===== config.mk =====
export PLATFORM = sky130hd
export DESIGN_NAME = tmpt_mod
export DESIGN_NICKNAME = d
export VERILOG_FILES = /design/src/rtl/tmpt_mod.sv
export SDC_FILE = /design/constraint.sdc
export NUM_CORES = 1
export LEC_CHECK = 0
export BUFFER_PORTS_ARGS = -buffer_cell sky130_fd_sc_hd__buf_4
export CAP_MARGIN = 20
export CORE_AREA = 2 2 39 41
export DETAILED_ROUTE_END_ITERATION = 16
export DIE_AREA = 0 0 41 43
export GPL_TIMING_DRIVEN = 1
export PLACE_DENSITY = 0.77
export SYNTH_ARGS = -nofsm -noshare
export SYNTH_HDL_FRONTEND = slang
export SYNTH_SLANG_ARGS = --single-unit

===== constraint.sdc =====
create_clock -name i_clk -period 0.85 [get_ports i_clk]
set_clock_uncertainty 0.2 [all_clocks]
set_input_delay 0.17 -clock i_clk [delete_from_list [all_inputs] [get_ports i_clk]]
set_output_delay 0.17 -clock i_clk [all_outputs]
set_load 0.03 [all_outputs]

===== src/rtl/tmpt_mod.sv =====
// Home slot unit: remainder of an address by the table depth.
// Generic arithmetic; no package dependencies.
`timescale 1ns / 1ps

module tmpt_mod #(
    parameter int DIVISOR = 1024,
    parameter int IN_W    = 32
) (
    input  logic                       i_clk,
    input  logic                       i_rst_n,
    input  logic                       i_start,
    input  logic [IN_W-1:0]            i_value,
    output logic                       o_done,
    output logic [$clog2(DIVISOR)-1:0] o_rem
);

    localparam int  RW      = $clog2(DIVISOR);
    localparam bit  IS_POW2 = ((DIVISOR & (DIVISOR - 1)) == 0);
    // floor(x * RECIP / 2^SH) equals floor(x / DIVISOR) for every IN_W-bit x.
    localparam int  SH      = IN_W + RW;
    localparam int  MW      = IN_W + 1;
    localparam int  PRW     = IN_W + MW + RW;
    localparam logic [MW-1:0] RECIP =
        MW'(((64'd1 << SH) + 64'(DIVISOR) - 64'd1) / 64'(DIVISOR));

    logic          r_done;
    logic [RW-1:0] r_rem;

    generate
        if (IS_POW2) begin : g_pow2
            // Depth is a power of two: the remainder is the low address bits.
            always_ff @(posedge i_clk) begin
                if (!i_rst_n) begin
                    r_done <= 1'b0;
                end else begin
                    r_done <= i_start;
                end
            end

            always_ff @(posedge i_clk) begin
                if (i_start) begin
                    r_rem <= i_value[RW-1:0];
                end
            end
        end else begin : g_recip
            logic           r_step;
            logic [RW-1:0]  r_x_lo;
            logic [RW-1:0]  r_q_lo;
            logic [PRW-1:0] prod;
            logic [RW-1:0]  n_rem;

            // Quotient by reciprocal multiplication; only its low bits are kept.
            assign prod = PRW'(i_value) * PRW'(RECIP);

            // The remainder is below the divisor, so the low bits of x - q * d suffice.
            assign n_rem = r_x_lo - RW'(r_q_lo * RW'(DIVISOR));

            // Pipeline step flag and completion pulse.
            always_ff @(posedge i_clk) begin
                if (!i_rst_n) begin
                    r_step <= 1'b0;
                    r_done <= 1'b0;
                end else begin
                    r_step <= i_start;
                    r_done <= r_step;
                end
            end

            always_ff @(posedge i_clk) begin
                if (i_start) begin
                    r_x_lo <= i_value[RW-1:0];
                    r_q_lo <= prod[SH+RW-1:SH];
                end
                if (r_step) begin
                    r_rem <= n_rem;
                end
            end
        end
    endgenerate

    assign o_done = r_done;
    assign o_rem  = r_rem;

endmodule


After elaboration in Yosys (flattened, before gate mapping). Cells that the tools add are included.

Register bits after elaboration: 11. Bits of input ports: 35. Output and inout port bits: 11. Logic and storage cells: 2.

Longest topological paths before layout.
Depth in word-level cells: 0. Depth in mapped cells: 1. Gate-level depth less buffers: 1.

Worst setup path after synthesis. OpenSTA, ideal clock, no wires.

Kind: register to output. From: reg r_rem[0], in the netlist o_rem[0]. To: out o_rem[0]. Data arrival time: 0.496 ns. Data required time: 0.480 ns. Setup slack: -0.016 ns. Stages on the path, launching flop included: 1. Path buffers: 0. Path through: edfxtp_1.

RTL lines: from (decl) (RTL line 27) `logic [RW-1:0] r_rem;`; from (signal assigned) (RTL line 42) `r_rem <= i_value[RW-1:0];`; to (decl) (RTL line 14) `output logic [$clog2(DIVISOR)-1:0] o_rem`.

No word-level cell between the ends.

Worst setup path after layout.
From: reg r_rem[8], in the netlist o_rem[8]. To: out o_rem[8].

No word-level cell between the ends.

==> flow_summary.ini <==
[clock_network]
clockBufferDepth = 2
clkTransAtPathRegs_ns = 0.07
cts_root_buf = clkbuf_4
clock-sinks = 11
cts_tree = yes
cts_htree_levels = 1
cts_inserted_buffers = 3
post-cts-setup-buffers = 0

[timing]
max_freq_ghz = 0.846
setup-violations-final = 11
worst_pin_slew_ns = 0.137
rsz0062_at_grt = true
holdWs_ns = -0.119
period_share = 1.39
hold_violations = 11
fin_crit_ns = 1.18
drv_slew = 0
fin_ws_ns = -0.333
slew-limit-headroom = 0.909

[setup_path]
slowest_stage = edfxtp_1
worst-path-buf-inv = 1
critical_path.top_delay_family = flip-flops
crit_path_end = o_rem[8]
endpoint_kind = output pin
cp.required_ns = 0.48
crit_path_max_incr_delay_ns = 0.40
cp_cell_sequence = buf_6
start_kind = register
crit_fanout = 1
cp.depth = 1
critical_path_arrival_ns = 0.81
crit_type = register to output pin
startpoint = o_rem[8]

[floorplanning]
fp.dieW_um = 41
core_um2 = 1380
io-pin-count = 46
dieHeight_um = 43
start_util = 0.236
row_count = 14
die_area_um2 = 1760

[final_layout]
multi_input_area_um2 = 6.26
final_nets = 75
diodes = 0
fin_util = 0.425
area_growth_pct = 80.1
fill_cells = 138
seq_area_um2 = 322
drive_above_1_share = 0.692

[grt]
grt_start_max_net_pins = 12
first_global_vias = 223
grt_pass1_wl_um = 945
grt_usage = 0.0903
antenna_found_initial = 0
overflow = 0

[hold_path]
worstHoldPathType = primary input to register
worstHoldStart = i_value[7]

[logic_synthesis]
ys_ff_latch = 11
synth_nets = 47
synth_top_area_cell = edfxtp_1
ys_warn_count = 0
synth_top_area_frac = 0.920
syn_inst = 12
synth_seq_area_share = 0.981
yosysUniqueCellTypes = 3
synthesis.area_um2 = 327
syn_area_per_cell_um2 = 27.2
synthTopCellsByArea = edfxtp_1, dfxtp_1, and2_1

[placement]
place_congestion = 0.688
dp_slack_ns = -0.0592
portBuffers = 23

[detailed_routing]
ant_nets = 0
dr.pass1.iters = 1
wl_um = 657
drt_iter0_drc = 0
wl_per_cell_um = 11.9
route.detailed.drc = 0
vias = 204
via_per_inst = 3.71

[pwr]
powerDensity_nw_per_um2 = 2060
p_leak_nw = 0.248
ir_worst_vdd_uv = 783

[outcome]
outcome = finished with violations
failed_checks = hold timing, setup timing

[flow_run]
cap_violations = 0
## layer usage
layer | global-route usage | up-vias | routed length [um]
met4 | 0.100 | 0 | 0
li1 | - | 100 | -
met3 | 0.0471 | 0 | 113
met1 | 0.110 | 80 | 288
met5 | 0 | - | 0
met2 | 0.100 | 24 | 256
## cell families (layout without fill, tap and decap cells)
logic type | count (synthesis) | in the layout | share of synthesized area
simple gates | 1 | 1 | 0.0192
buf+inv | 0 | 27 | 0
flops | 11 | 11 | 0.981
## repair_timing
item                                    CTS  global route
resized for setup                        12             0
endpoints found under the hold margin    11            11
endpoints found under the setup margin   11            11
## cells in the mapped netlist
cell type and n:
edfxtp_1 10, and2_1 1, dfxtp_1 1
## worst min path at each step
stage	endpoint	depth (start not counted)
6_report	o_rem[7]	1
5_1_grt	o_rem[6]	1
4_1_cts	o_rem[7]	1
3_5_place_dp	o_rem[7]	1
3_3_place_gp	o_rem[6]	1
2_1_floorplan	o_rem[0]	0
## report_power, final
part           internal (mW)  total [mW]  switching, mW
combinational          0.108       0.218          0.111
sequential             0.637       0.657         0.0200
clock                  0.181       0.337          0.156
## layout by cell type, fill, tap and decap left out
| master | n |
|---|---|
| dfxtp_2 | 1 |
| buf_4 | 12 |
| buf_6 | 11 |
| edfxtp_1 | 10 |
| clkbuf_4 | 3 |
| and2_1 | 1 |
| clkbuf_1 | 1 |
## area by class of cell
cell class	count	area share
flip-flops and latches	11	0.547
repair buffers	23	0.364
clock buffers	4	0.0447
well taps	16	0.0340
multi-input cells	1	0.0106
## through the flow
stage               setup TNS, ns  power (mW)  cell area, um^2  hold slack [ns]  cells
floorplan                  -0.156       0.745              327           0.0689     12
finish                      -3.40        1.21              588           -0.119     55
detailed placement         -0.487       0.858              519            0.149     51
CTS                         -3.63        1.24              588           -0.132     55
global route                -3.79        1.27              588           -0.134     55
global placement           -0.378       0.855              519            0.150     51
## flip-flops by register name (all words and copies together), names as in the netlist
name,count
o_rem,10
o_done,1
Note: power is estimated with default switching activity, not from simulation.
